===== config.mk =====
export PLATFORM = sky130hd
export DESIGN_NAME = lru_page_replacement_top
export DESIGN_NICKNAME = d
export VERILOG_FILES = /design/src/hdl/lrupr_pkg.sv /design/src/hdl/lrupr_cell.sv /design/src/hdl/lru_page_replacement_top.sv
export SDC_FILE = /design/constraint.sdc
export NUM_CORES = 1
export LEC_CHECK = 0
export BUFFER_PORTS_ARGS = -buffer_cell sky130_fd_sc_hd__buf_2
export CAP_MARGIN = 10
export CELL_PAD_IN_SITES_DETAIL_PLACEMENT = 1
export CELL_PAD_IN_SITES_GLOBAL_PLACEMENT = 1
export CORE_MARGIN = 2
export CORE_UTILIZATION = 50
export DETAILED_ROUTE_END_ITERATION = 8
export PLACE_DENSITY = 0.84
export SKIP_CTS_REPAIR_TIMING = 1
export SLEW_MARGIN = 25
export SYNTH_ARGS = -nofsm -noshare
export SYNTH_HDL_FRONTEND = slang
export SYNTH_HIERARCHICAL = 1
export SYNTH_SLANG_ARGS = --single-unit

===== constraint.sdc =====
create_clock -name clk -period 6.33 [get_ports clk]
set_input_delay 1.266 -clock clk [delete_from_list [all_inputs] [get_ports clk]]
set_output_delay 1.266 -clock clk [all_outputs]
set_load 0.02 [all_outputs]

===== src/hdl/lrupr_pkg.sv =====
// Shared types and constants for the LRU page replacement block.
// No dependencies; imported by the frame cell and the top level.
package lrupr_pkg;

  // Width of the frame count written over the config channel.
  localparam int unsigned CFG_W = 4;

  // Control broadcast from the top level to every frame cell.
  typedef struct packed {
    logic update;    // reference accepted this cycle
    logic clear;     // configuration write: drop all frames
    logic restart;   // reference carries the restart flag
    logic miss;      // no active cell matched
    logic use_free;  // a free active cell exists
  } cell_ctl_t;

  // Status each cell reports back.
  typedef struct packed {
    logic match;       // holds the referenced page
    logic first_free;  // lowest free active cell
    logic target;      // cell takes the referenced page
    logic valid_eff;   // valid after restart is applied
  } cell_stat_t;

endpackage


===== src/hdl/lrupr_cell.sv =====
// One frame cell: page tag, valid bit and recency rank.
// Depends on lrupr_pkg; instantiated once per frame by the top level.
module lrupr_cell #(
  parameter int unsigned IDX       = 0,
  parameter int unsigned PAGE_BITS = 16,
  parameter int unsigned RANK_W    = 3,
  parameter int unsigned CNT_W     = 4
) (
  input  logic                   clk,
  input  logic                   rst_n,
  input  lrupr_pkg::cell_ctl_t   ctl,
  input  logic [PAGE_BITS-1:0]   page,
  input  logic [RANK_W-1:0]      hit_rank,
  input  logic [RANK_W-1:0]      lru_rank,
  input  logic [CNT_W-1:0]       active_n,
  input  logic                   prev_valid,
  output lrupr_pkg::cell_stat_t  stat,
  output logic [PAGE_BITS-1:0]   page_q,
  output logic [RANK_W-1:0]      rank_q
);
  import lrupr_pkg::*;

  logic                 valid_r, valid_nxt;
  logic [PAGE_BITS-1:0] page_r, page_nxt;
  logic [RANK_W-1:0]    rank_r, rank_nxt;
  logic                 active, is_lru, age;

  always_comb begin
    active          = active_n > CNT_W'(IDX);
    stat.valid_eff  = valid_r & ~ctl.restart;
    stat.match      = active & stat.valid_eff & (page_r == page);
    stat.first_free = active & ~stat.valid_eff & prev_valid;
    is_lru          = active & stat.valid_eff & (rank_r == lru_rank);
    if (ctl.miss) begin
      stat.target = ctl.use_free ? stat.first_free : is_lru;
    end else begin
      stat.target = stat.match;
    end
    // age every younger valid cell; on a miss every other valid cell ages
    age = stat.valid_eff & ~stat.target & (ctl.miss | (rank_r < hit_rank));

    valid_nxt = valid_r;
    page_nxt  = page_r;
    rank_nxt  = rank_r;
    if (ctl.clear) begin
      valid_nxt = 1'b0;
    end else if (ctl.update) begin
      valid_nxt = stat.valid_eff | stat.target;
      if (stat.target) begin
        rank_nxt = '0;
        if (ctl.miss) begin
          page_nxt = page;
        end
      end else if (age) begin
        rank_nxt = rank_r + RANK_W'(1);
      end
    end
  end

  always_ff @(posedge clk) begin
    if (!rst_n) begin
      valid_r <= 1'b0;
    end else begin
      valid_r <= valid_nxt;
    end
  end

  always_ff @(posedge clk) begin
    page_r <= page_nxt;
    rank_r <= rank_nxt;
  end

  assign page_q = page_r;
  assign rank_q = rank_r;

endmodule


===== src/hdl/lru_page_replacement_top.sv =====
// Top level of the fully associative LRU page replacement block.
// Depends on lrupr_pkg and lrupr_cell (one cell per frame).
//
// Usage:
// - Input channel (in_valid/in_ready): one word per page reference,
//   in_page_number plus in_restart, which clears all frames and the fault
//   total before the reference is handled.
// - Output channel (out_valid/out_ready): one word per reference with hit,
//   frame slot, evicted page and the running saturating fault total.
// - Config channel (cfg_valid/cfg_ready): writes the frame count; 0 acts as
//   one frame, values above FRAMES act as FRAMES. A write drops every frame
//   and keeps the fault total. cfg_ready is always high; write only while
//   no reference is in flight.
// Timing: a reference is looked up in all cells at once and the cells
// update at the accept edge; the result is registered and shows next
// cycle. One reference per cycle is sustained while out_ready is high;
// lookup, target choice and rank update in the cells are combinational.
// Reset: all frames empty, fault total zero, frame count min(FRAMES, 8).
// Stall: while out_ready is low the result holds in the output register
// and in_ready drops until the result is taken or being taken.
module lru_page_replacement_top #(
  parameter int unsigned FRAMES    = 8,
  parameter int unsigned PAGE_BITS = 16
) (
  input  logic                                        clk,
  input  logic                                        rst_n,
  input  logic                                        in_valid,
  output logic                                        in_ready,
  input  logic [PAGE_BITS-1:0]                        in_page_number,
  input  logic                                        in_restart,
  output logic                                        out_valid,
  input  logic                                        out_ready,
  output logic                                        out_hit,
  output logic [((FRAMES > 1) ? $clog2(FRAMES) : 1)-1:0] out_frame_slot,
  output logic                                        out_evicted_valid,
  output logic [PAGE_BITS-1:0]                        out_evicted_page,
  output logic [31:0]                                 out_fault_total,
  input  logic                                        cfg_valid,
  output logic                                        cfg_ready,
  input  logic [lrupr_pkg::CFG_W-1:0]                 cfg_frame_count
);
  import lrupr_pkg::*;

  localparam int unsigned SLOT_W  = (FRAMES > 1) ? $clog2(FRAMES) : 1;
  localparam int unsigned RANK_W  = SLOT_W;
  localparam int unsigned CNT_W   = $clog2(FRAMES + 1);
  localparam int unsigned RST_CNT = (FRAMES < 8) ? FRAMES : 8;

  cell_ctl_t             ctl;
  cell_stat_t            stat [FRAMES];
  logic [PAGE_BITS-1:0]  cell_page [FRAMES];
  logic [RANK_W-1:0]     cell_rank [FRAMES];
  logic [FRAMES:0]       valid_chain;

  logic [CNT_W-1:0]      active_n_r, active_n_nxt;
  logic [RANK_W-1:0]     lru_rank_r, lru_rank_nxt;
  logic [31:0]           fault_r, fault_nxt, fault_base;

  logic                  accept, any_match, any_free;
  logic [RANK_W-1:0]     hit_rank;
  logic [SLOT_W-1:0]     slot_sel;
  logic [PAGE_BITS-1:0]  evict_sel;

  logic                  out_valid_r, out_valid_nxt;
  logic                  hit_r, evv_r;
  logic [SLOT_W-1:0]     slot_r;
  logic [PAGE_BITS-1:0]  evp_r;
  logic [31:0]           total_r;

  // Accept a reference whenever the output register is free or draining.
  assign in_ready  = ~out_valid_r | out_ready;
  assign accept    = in_valid & in_ready;
  assign cfg_ready = 1'b1;

  // Gather the match, free and rank lines from the row of cells.
  always_comb begin
    any_match = 1'b0;
    any_free  = 1'b0;
    hit_rank  = '0;
    for (int j = 0; j < FRAMES; j++) begin
      any_match = any_match | stat[j].match;
      any_free  = any_free | stat[j].first_free;
      hit_rank  = hit_rank | (stat[j].match ? cell_rank[j] : '0);
    end
  end

  always_comb begin
    ctl.update   = accept;
    ctl.clear    = cfg_valid & cfg_ready;
    ctl.restart  = in_restart;
    ctl.miss     = ~any_match;
    ctl.use_free = any_free;
  end

  // Cell 0 always sees a valid neighbor, so it is first free when empty.
  assign valid_chain[0] = 1'b1;

  for (genvar g = 0; g < FRAMES; g++) begin : g_cell
    lrupr_cell #(
      .IDX       (g),
      .PAGE_BITS (PAGE_BITS),
      .RANK_W    (RANK_W),
      .CNT_W     (CNT_W)
    ) u_cell (
      .clk        (clk),
      .rst_n      (rst_n),
      .ctl        (ctl),
      .page       (in_page_number),
      .hit_rank   (hit_rank),
      .lru_rank   (lru_rank_r),
      .active_n   (active_n_r),
      .prev_valid (valid_chain[g]),
      .stat       (stat[g]),
      .page_q     (cell_page[g]),
      .rank_q     (cell_rank[g])
    );
    assign valid_chain[g+1] = stat[g].valid_eff;
  end

  // Encode the single target cell; the evicted page comes from it too.
  always_comb begin
    slot_sel  = '0;
    evict_sel = '0;
    for (int j = 0; j < FRAMES; j++) begin
      slot_sel  = slot_sel | (stat[j].target ? SLOT_W'(j) : '0);
      evict_sel = evict_sel | ((stat[j].target & stat[j].valid_eff) ? cell_page[j] : '0);
    end
  end

  // Fault total: restart zeroes it first, a miss adds one up to saturation.
  always_comb begin
    fault_base = in_restart ? '0 : fault_r;
    fault_nxt  = fault_r;
    if (accept) begin
      fault_nxt = fault_base;
      if (ctl.miss && (fault_base != '1)) begin
        fault_nxt = fault_base + 32'd1;
      end
    end
  end

  // Frame count write: clamp to the built range, keep n and n-1 ready.
  always_comb begin
    active_n_nxt = active_n_r;
    lru_rank_nxt = lru_rank_r;
    if (cfg_valid && cfg_ready) begin
      priority if (cfg_frame_count == '0) begin
        active_n_nxt = CNT_W'(1);
      end else if (32'(cfg_frame_count) > FRAMES) begin
        active_n_nxt = CNT_W'(FRAMES);
      end else begin
        active_n_nxt = CNT_W'(cfg_frame_count);
      end
      lru_rank_nxt = RANK_W'(active_n_nxt - CNT_W'(1));
    end
  end

  assign out_valid_nxt = accept | (out_valid_r & ~out_ready);

  always_ff @(posedge clk) begin
    if (!rst_n) begin
      active_n_r  <= CNT_W'(RST_CNT);
      lru_rank_r  <= RANK_W'(RST_CNT - 1);
      fault_r     <= '0;
      out_valid_r <= 1'b0;
    end else begin
      active_n_r  <= active_n_nxt;
      lru_rank_r  <= lru_rank_nxt;
      fault_r     <= fault_nxt;
      out_valid_r <= out_valid_nxt;
    end
  end

  // Result word: load on accept, hold while stalled.
  always_ff @(posedge clk) begin
    if (accept) begin
      hit_r   <= any_match;
      slot_r  <= slot_sel;
      evv_r   <= ctl.miss & ~any_free;
      evp_r   <= (ctl.miss & ~any_free) ? evict_sel : '0;
      total_r <= fault_nxt;
    end
  end

  assign out_valid         = out_valid_r;
  assign out_hit           = hit_r;
  assign out_frame_slot    = slot_r;
  assign out_evicted_valid = evv_r;
  assign out_evicted_page  = evp_r;
  assign out_fault_total   = total_r;

endmodule


=== Word level (Yosys, flattened, before mapping) ===
Cells that the tools add are included.

* Equal/unequal tests: 17
* Bitwise operators: 149
* Add/sub/neg operators: 10
* Muxes and demuxes: 53
* Reduce and logical (&&, ||, !) cells: 27
* $lt $le $gt $ge: 17

{| class="wikitable"
|+ Operators by type and width
! operator !! number
|-
| equality test 16 bit || 8
|-
| two-way mux 16 bit || 8
|-
| bitwise OR 16 bit || 7
|-
| two-way mux 32 bit || 3
|-
| bitwise AND 1 bit || 74
|-
| two-way mux 3 bit || 20
|-
| adder 32 x 1 -> 32 bit (second input constant) || 1
|-
| != test 32 bit (second input constant) || 1
|-
| bitwise OR 1 bit || 32
|-
| AND reduction 4 bit || 8
|-
| bitwise OR 3 bit || 10
|-
| adder 3 x 1 -> 3 bit (second input constant) || 8
|-
| equality test 3 bit || 8
|-
| < comparator 3 bit || 8
|-
| AND reduction 3 bit || 8
|-
| NOT 1 bit || 23
|-
| two-way mux 1 bit || 17
|-
| greater-than comparator 4 x 3 -> 1 bit (second input constant) || 4
|-
| nonzero test 2 bit || 8
|-
| two-way mux 4 bit || 3
|-
| greater-than comparator 4 x 1 -> 1 bit (second input constant) || 2
|-
| greater-than comparator 4 x 2 -> 1 bit (second input constant) || 2
|-
| greater-than comparator 4 bit (second input constant) || 1
|-
| zero test 4 bit || 1
|-
| 7 further kinds || 8
|}

* Input port bits: 26
* Register bits: 253

=== Depth between registers and ports, before layout ===
Gate-level depths: netlist (run 1).

* Word-level depth: 23
* Depth in mapped cells: 17

=== Cells and area by module ===
The synthesis (run 1) kept the hierarchy.

{| class="wikitable"
|+ Modules (own cells, without submodules)
! module !! instances !! sequential area each (µm²) !! cells each !! area an instance (µm²)
|-
| lru_page_replacement_top || 1 || 2392.3 || 541 || 5356.4
|-
| lrupr_cell at g_cell[2].u_cell || 1 || 590.6 || 86 || 1093.5
|-
| lrupr_cell at g_cell[4].u_cell || 1 || 590.6 || 88 || 1092.3
|-
| lrupr_cell at g_cell[3].u_cell || 1 || 590.6 || 85 || 1088.5
|-
| lrupr_cell at g_cell[0].u_cell || 1 || 590.6 || 86 || 1076.0
|-
| lrupr_cell at g_cell[6].u_cell || 1 || 590.6 || 89 || 1069.8
|-
| lrupr_cell at g_cell[1].u_cell || 1 || 590.6 || 76 || 1029.7
|-
| lrupr_cell at g_cell[5].u_cell || 1 || 590.6 || 74 || 1024.7
|-
| lrupr_cell at g_cell[7].u_cell || 1 || 590.6 || 75 || 1009.7
|}

=== Worst setup path after synthesis (run 1) ===
OpenSTA, ideal clock, no wires.

* Kind: input to register
* Start: input in_page_number[11]
* End: register evp_r[9] (netlist: out_evicted_page[9]), data pin
* Cell stages on the path: 16
* Arrival time: 5.034 ns
* Buffers on the path: 2
* Setup time: 0.270 ns
* Slack: 1.026 ns
* Cells stage by stage: xor2_1 > nor4_1 > nand2_1 > nor4_1 > nor4_4 > nand2_1 > clkinv_1 > nor3b_1 > a32oi_2 > o31a_1 > inv_1 > and2_1 > clkbuf_1 > clkbuf_1 > a221oi_1 > a31oi_1

{| class="wikitable"
|+ RTL lines
! item !! line !! text
|-
| from (decl) || lru_page_replacement_top.sv:29 || <nowiki>input logic [PAGE_BITS-1:0] in_page_number,</nowiki>
|-
| to (signal assigned) || lru_page_replacement_top.sv:180 || <nowiki>evp_r <= (ctl.miss & ~any_free) ? evict_sel : '0;</nowiki>
|-
| to (decl) || lru_page_replacement_top.sv:67 || <nowiki>logic [PAGE_BITS-1:0] evp_r;</nowiki>
|}

==> results of run 1 <==
-- final timing paths --
check / depth (start not counted) / slack, ns / to / from
max reg2reg: 16 / 1.36 / out_evicted_page[14] / active_n_r[3]
min reg2reg: 2 / 0.54 / g_cell[0].u_cell/valid_r / g_cell[0].u_cell/valid_r
max: 17 / 0.80 / out_evicted_page[14] / in_page_number[13]
min: 2 / 0.54 / g_cell[0].u_cell/valid_r / g_cell[0].u_cell/valid_r
-- power groups by stage --
stage | Sequential [mW] | Clock [mW] | Combinational [mW]
final | 1.84 | 1.76 | 0.254
after global routing | 1.84 | 1.83 | 0.268
after CTS | 1.84 | 1.77 | 0.250
after detailed placement | 1.87 | 0 | 0.249
after global placement | 1.87 | 0 | 0.242
after floorplan | 1.89 | 0 | 0.116
-- worst max-delay path: stages --
cell      delay (ns)
buf_2           0.30
xor2_1          0.16
nor4_2          0.52
nand3_1         0.43
nor2_1          0.55
nor4_4          0.14
nand2_1         0.14
clkinv_1        0.15
buf_4           0.22
a32oi_2         0.27
o31a_1          0.25
inv_1           0.13
and2_1          0.33
buf_4           0.26
a22o_1          0.19
a221oi_1        0.31
a31oi_1         0.15
-- per-stage QoR --
step                      instances  setup slack, ns
after detailed placement       1648           0.4058
after global routing           1702           0.6755
after floorplan                1203            1.026
after global placement         1648           0.7219
after CTS                      1702           0.9388
final                          1702           0.8034
-- cell type report --
class / instances / area [um^2]
Inverter: 47 / 178.9
Tap cell: 372 / 465.4
Fill cell: 2858 / 11300
Timing Repair Buffer: 110 / 625.6
Clock buffer: 37 / 797.0
Multi-Input combinational cell: 866 / 6416
Clock inverter: 17 / 201.4
Sequential cell: 253 / 7117
-- kinds of logic (layout without fill, tap and decap cells) --
group / count (synthesis) / after routing / synth area share (%)
AO/OA/AOI/OAI: 245 / 245 / 13.46
AND/OR/NAND/NOR: 410 / 410 / 18.61
other: 1 / 4 / 0.02709
flip-flops: 253 / 253 / 51.42
adder cells (fa/ha/maj): 26 / 26 / 2.350
buffers and inverters: 84 / 211 / 2.377
multiplexers: 12 / 12 / 0.8950
XOR/XNOR: 169 / 169 / 10.86
-- sequential cells by signal, summed over array words and instances (netlist names), 3 cells and up --
signal,cells
out_evicted_page,16
lru_rank_r,3
out_fault_total,32
g_cell.u_cell/page_q,128
out_frame_slot,3
g_cell.u_cell/rank_q,24
g_cell.u_cell/valid_r,8
fault_r,32
active_n_r,4
-- routing by layer --
metal,up-vias,GRT usage [%]
met5,-,0
met4,0,15.16
met3,138,3.581
met2,550,52.32
met1,5530,40.42
li1,4826,-
-- layout by cell type (no fill, tap or decap), drive strengths merged, types with 5 or more instances in the layout --
cell type and n:
nand4 33, ha 26, xnor2 56, a221oi 18, a41oi 5, nor4 52, edfxtp 205, or3 5
mux2i 9, clkinv 13, nand4b 8, xor2 113, nand2 74, nand2b 27, or4 15, o21ai 24
a31oi 29, and4 10, a21o 11, a22o 16, a211oi 11, nor2b 13, nor3 21, and2 22
or2 5, dfxtp 48, nor3b 7, a22oi 46, inv 46, and3 14, a21oi 32, nand3b 7
nor2 48, o22ai 5, buf 110, nand3 41, clkbuf 37
==> impl_results.md, run 1 <==
* P_sw at around 0.9 mW
* Yosys warns at 6
* RSZ-0062 raised after global routing: false
* Area grow syn2layout at 14.17%
* Synthesized area at between 10000 and 15000 um^2
* # port buffers at 80
* Yosys top cell area share at between 40% and 50%
* Pint at 2.944 mW
* Switch share at roughly a quarter
* CTS root buf: clkbuf_16
* Share of layout cells above drive strength 1 at around 17%
* Vias per inst at about 6.5
* First-iteration detailed-routing DRC count at about 1.2k
* Dpl cell area at roughly 15000 um^2
* Status: completed
* Endpoint class of the critical path: flip-flop
* First-pass GRT wire length at 68230 um
* GRT Total Usage at 31.23%
* Flop pwr share at 47.8%
* Clock sink total at roughly 250
* Die W at approximately 170 um
* Routed len/inst at about 26 um
* Max cap viols at 0
* VDD IR max at 384.9 uV
* Worst Tran Pin Value at 1.019 ns
* Post-detail-place hpwl at roughly 32000 um
* Hold Vio Cnt, Final at 0
* Highest routed layer: met4
* Setup_tns at 0 ns
* # nets final at between 1k and 1.5k
* Drt drc at 0
* Critical Path Fanout Max at 16
* WS Path Type: in2reg
* Hold WS at 0.5427 ns
* Ys async rst share at 0%
* Setup Viol. Count Final at 0
* Synth top cells by count: edfxtp_1 (205), xor2_1 (113), nand2_1 (72)
* Worst Path Arrival at slightly below 6 ns
* Post-synth EDFFs at 205
* Leakage at approximately 5.6 nW
* Pwr/cell area at 243.3 nW/um^2
* Top cells by area, synth: edfxtp_1 (44%), xor2_1 (7.2%), dfxtp_1 (6.9%)
* Synth cell types at 98
* # diodes at 0
* Number of I/O pins at 82
* Most common cell in the netlist: edfxtp_1
* Routed length on met3 at just over 3000 um
* Seq/Total Area, Yosys at 51.42%
* Clock power frac at 45.6%
* DRT Wirelength at 44950 um
* Final setup skew at 0.02094 ns
* Row count at 60
* Worst-Skew Late Latency at 0.57 ns
* Clk pin slew, worst setup/hold paths at around 0.060 ns
* Overall Power at around 3.8 mW
* Vias in the first global route at between 10k and 15k
* Final period utilization at 87.31%
* Met1 Wirelength at ~18000 um
* Slew margin rel. at a little under a third
* CP startpoint kind: primary input
* Logic pwr share at 6.6%
* Overflow after GRT at 0
* Met2 wire length at between 20000 and 25000 um
* Dominant cell type by area after synthesis: edfxtp_1
* Routed via count at 11.04k
* CP required at roughly 6.6 ns
* Die area at around 29000 um^2
* Final min period at 5.527 ns
* Antenna violations before repair at 0
* Core Footprint at between 20000 and 30000 um^2
* Max Fclk at roughly 180 MHz
* Max-slew violation count at 0
* Routability congestion estimate at 0.9774
* Fin util at between 50% and 60%
* CTS tree: yes
* Initial Util at roughly 51%
* Clock tree buffer depth at 3
* Antenna Nets Post-Route at 0
* Worst hold path class: reg2reg
* Final instance area at between 15000 and 20000 um^2
* Synth Register Bits at around 250
* DRT Pass-1 Iters at 5
* Htree depth at 1
* Post-synthesis average cell area at approximately 12 um^2
* CTS buffer count at 29
* Die Y at ~170 um
* Largest net degree at the start of global routing at 56
* Gate Count Post-Synth at 1200
* Main synth FF type: edfxtp_1
(Power assumes the default switching activity.)
==> inputs of run 2 (changes only) <==
--- a/config.mk
+++ b/config.mk
@@ -10,9 +10,9 @@
 export CELL_PAD_IN_SITES_DETAIL_PLACEMENT = 1
 export CELL_PAD_IN_SITES_GLOBAL_PLACEMENT = 1
 export CORE_MARGIN = 2
-export CORE_UTILIZATION = 50
+export CORE_UTILIZATION = 54
 export DETAILED_ROUTE_END_ITERATION = 8
-export PLACE_DENSITY = 0.84
+export PLACE_DENSITY = 0.89
 export SKIP_CTS_REPAIR_TIMING = 1
 export SLEW_MARGIN = 25
 export SYNTH_ARGS = -nofsm -noshare
==> constraint.sdc (replaced) <==
create_clock -name clk -period 6.8 [get_ports clk]
set_input_delay 1.36 -clock clk [delete_from_list [all_inputs] [get_ports clk]]
set_output_delay 1.36 -clock clk [all_outputs]
set_load 0.02 [all_outputs]
==> impl_results.md, run 2 (synthesized netlist as in run 1, its figures left out) <==
* Status: completed
* Final min period at around 6 ns
* CP startpoint kind: primary input
* DRT Pass-1 Iters at 5
* Die area at about 27000 um^2
* Hold path depth at 2
* Number of I/O pins at between 80 and 90
* Worst r2r src: active_n_r[3]
* WS Path Type: in2reg
* CTS root buf: clkbuf_16
* RSZ-0062 raised after global routing: false
* Antenna violations before repair at 0
* CP required at 7.16 ns
* Endpoint, Worst Hold: g_cell[6].u_cell/valid_r
* Worst-Skew Late Latency at between 0.5 and 0.6 ns
* Routed len/inst at 28.25 um
* # diodes at 0
* Commonest non-fill, non-tap cell in the layout: edfxtp_1
* Routed via count at between 10k and 15k
* Leakage at 5.579 nW
* Clock sink total at 253
* VDD IR max at 216.5 uV
* Post-placement cell count at ~1.6k
* Row count at 58
* Overflow after GRT at 0
* Critical Path Fanout Max at 20
* Initial Util at around 55%
* Antenna Nets Post-Route at 0
* Worst Path Arrival at about 6.3 ns
* Hold WS at approximately 0.53 ns
* Clk pin slew, worst setup/hold paths at 0.06 ns
* Hold Vio Cnt, Final at 0
* Pwr/cell area at between 200 and 250 nW/um^2
* Max-slew violation count at 0
* Endpoint class of the critical path: flip-flop
* Worst Tran Pin Value at around 1.1 ns
* Area grow syn2layout at 13.25%
* # port buffers at 80
* Max cap viols at 0
* Hold Path Origin: g_cell[6].u_cell/valid_r
* Core Footprint at 25180 um^2
* First-pass GRT wire length at 70090 um
* Vias per inst at just under 7
* Share of layout cells above drive strength 1 at ~17%
* Max reg flops at between 100 and 150
* Final setup skew at between 0.03 and 0.04 ns
* CTS tree: yes
* Setup_tns at 0 ns
* Htree depth at 1
* Worst reg2reg setup slack at about 1.3 ns
* Die Y at around 160 um
* Leading cell types in the layout, fill and taps excluded: edfxtp_1 (205), xor2_1 (113), buf_2 (80)
* Slew margin rel. at around 28%
* DRT Wirelength at ~47000 um
* Worst R2R End: out_evicted_page[13]
* CTS buffer count at 28
* Vias in the first global route at 11.55k
* Final period utilization at between 80% and 90%
* Max Fclk at between 150 and 200 MHz
* Post-detail-place hpwl at 32600 um
* Die W at 164.1 um
* Largest net degree at the start of global routing at 46
* GRT Total Usage at 34.89%
* Drt drc at 0
* Routability congestion estimate at roughly 1.0
* First-iteration detailed-routing DRC count at about 1.3k
* Setup Viol. Count Final at 0
* Final Non-Filler Cells at ~1.7k
* Clock tree buffer depth at 3
* Worst hold path class: reg2reg
* # nets final at 1354
* Depth of the most critical reg-to-reg path at 14
-- run 2: power by group --
group          leakage (nW)  internal [mW]  switching (mW)  total (mW)
registers              2.26           1.69          0.0188        1.71
clock network         0.458          0.912           0.651        1.56
logic                  2.86         0.0669           0.173       0.240
total                  5.58           2.67           0.843        3.51
-- run 2: worst max path at each step --
stage,slack (ns),start,to
2_1_floorplan,1.40,in_page_number[11],out_evicted_page[9]
3_3_place_gp,0.79,in_page_number[5],out_evicted_page[13]
3_5_place_dp,0.60,in_page_number[1],out_evicted_page[13]
4_1_cts,1.14,in_page_number[5],out_evicted_page[5]
5_1_grt,0.78,in_page_number[5],out_evicted_page[9]
6_report,0.83,in_page_number[9],out_evicted_page[13]
-- run 2: routing by layer --
| metal | part of all wire, % | up-vias | GRT usage (%) |
|---|---|---|---|
| li1 | - | 4819 | - |
| met1 | 37 | 5580 | 43.42 |
| met2 | 48 | 644 | 57.38 |
| met3 | 8.5 | 198 | 5.783 |
| met4 | 6.7 | 0 | 20.53 |
| met5 | 0 | - | 0 |
-- run 2: final cells by class --
cell class	instances	area, um^2
fillers	2607	9507
flip-flops and latches	253	7117
inverters	47	177.7
clock buffers	33	760.7
repair buffers	106	595.6
multi-input cells	866	6426
clock inverters	18	185.2
well taps	330	412.9
-- run 2: worst max-delay path: stages --
cell	delay (ns)
buf_2	0.22
xnor2_1	0.54
nand4_1	0.20
or3_1	0.41
nor2_1	0.53
nor4_4	0.14
nand2_1	0.22
clkinv_1	0.23
buf_4	0.28
inv_1	0.14
a21o_1	0.23
and2_1	0.26
and2_1	0.87
a22oi_1	0.30
a31oi_1	0.38
-- run 2: metrics by stage --
step           setup slack (ns)  instance area, um^2  util [%]  power, mW
2_1_floorplan             1.402                13850         -      1.866
3_3_place_gp             0.7874                14720     58.45      1.965
3_5_place_dp             0.5995                14720     58.45      1.973
4_1_cts                   1.140                15670     62.21      3.510
5_1_grt                  0.7815                15680     62.25      3.579
6_report                 0.8305                15680     62.25      3.513
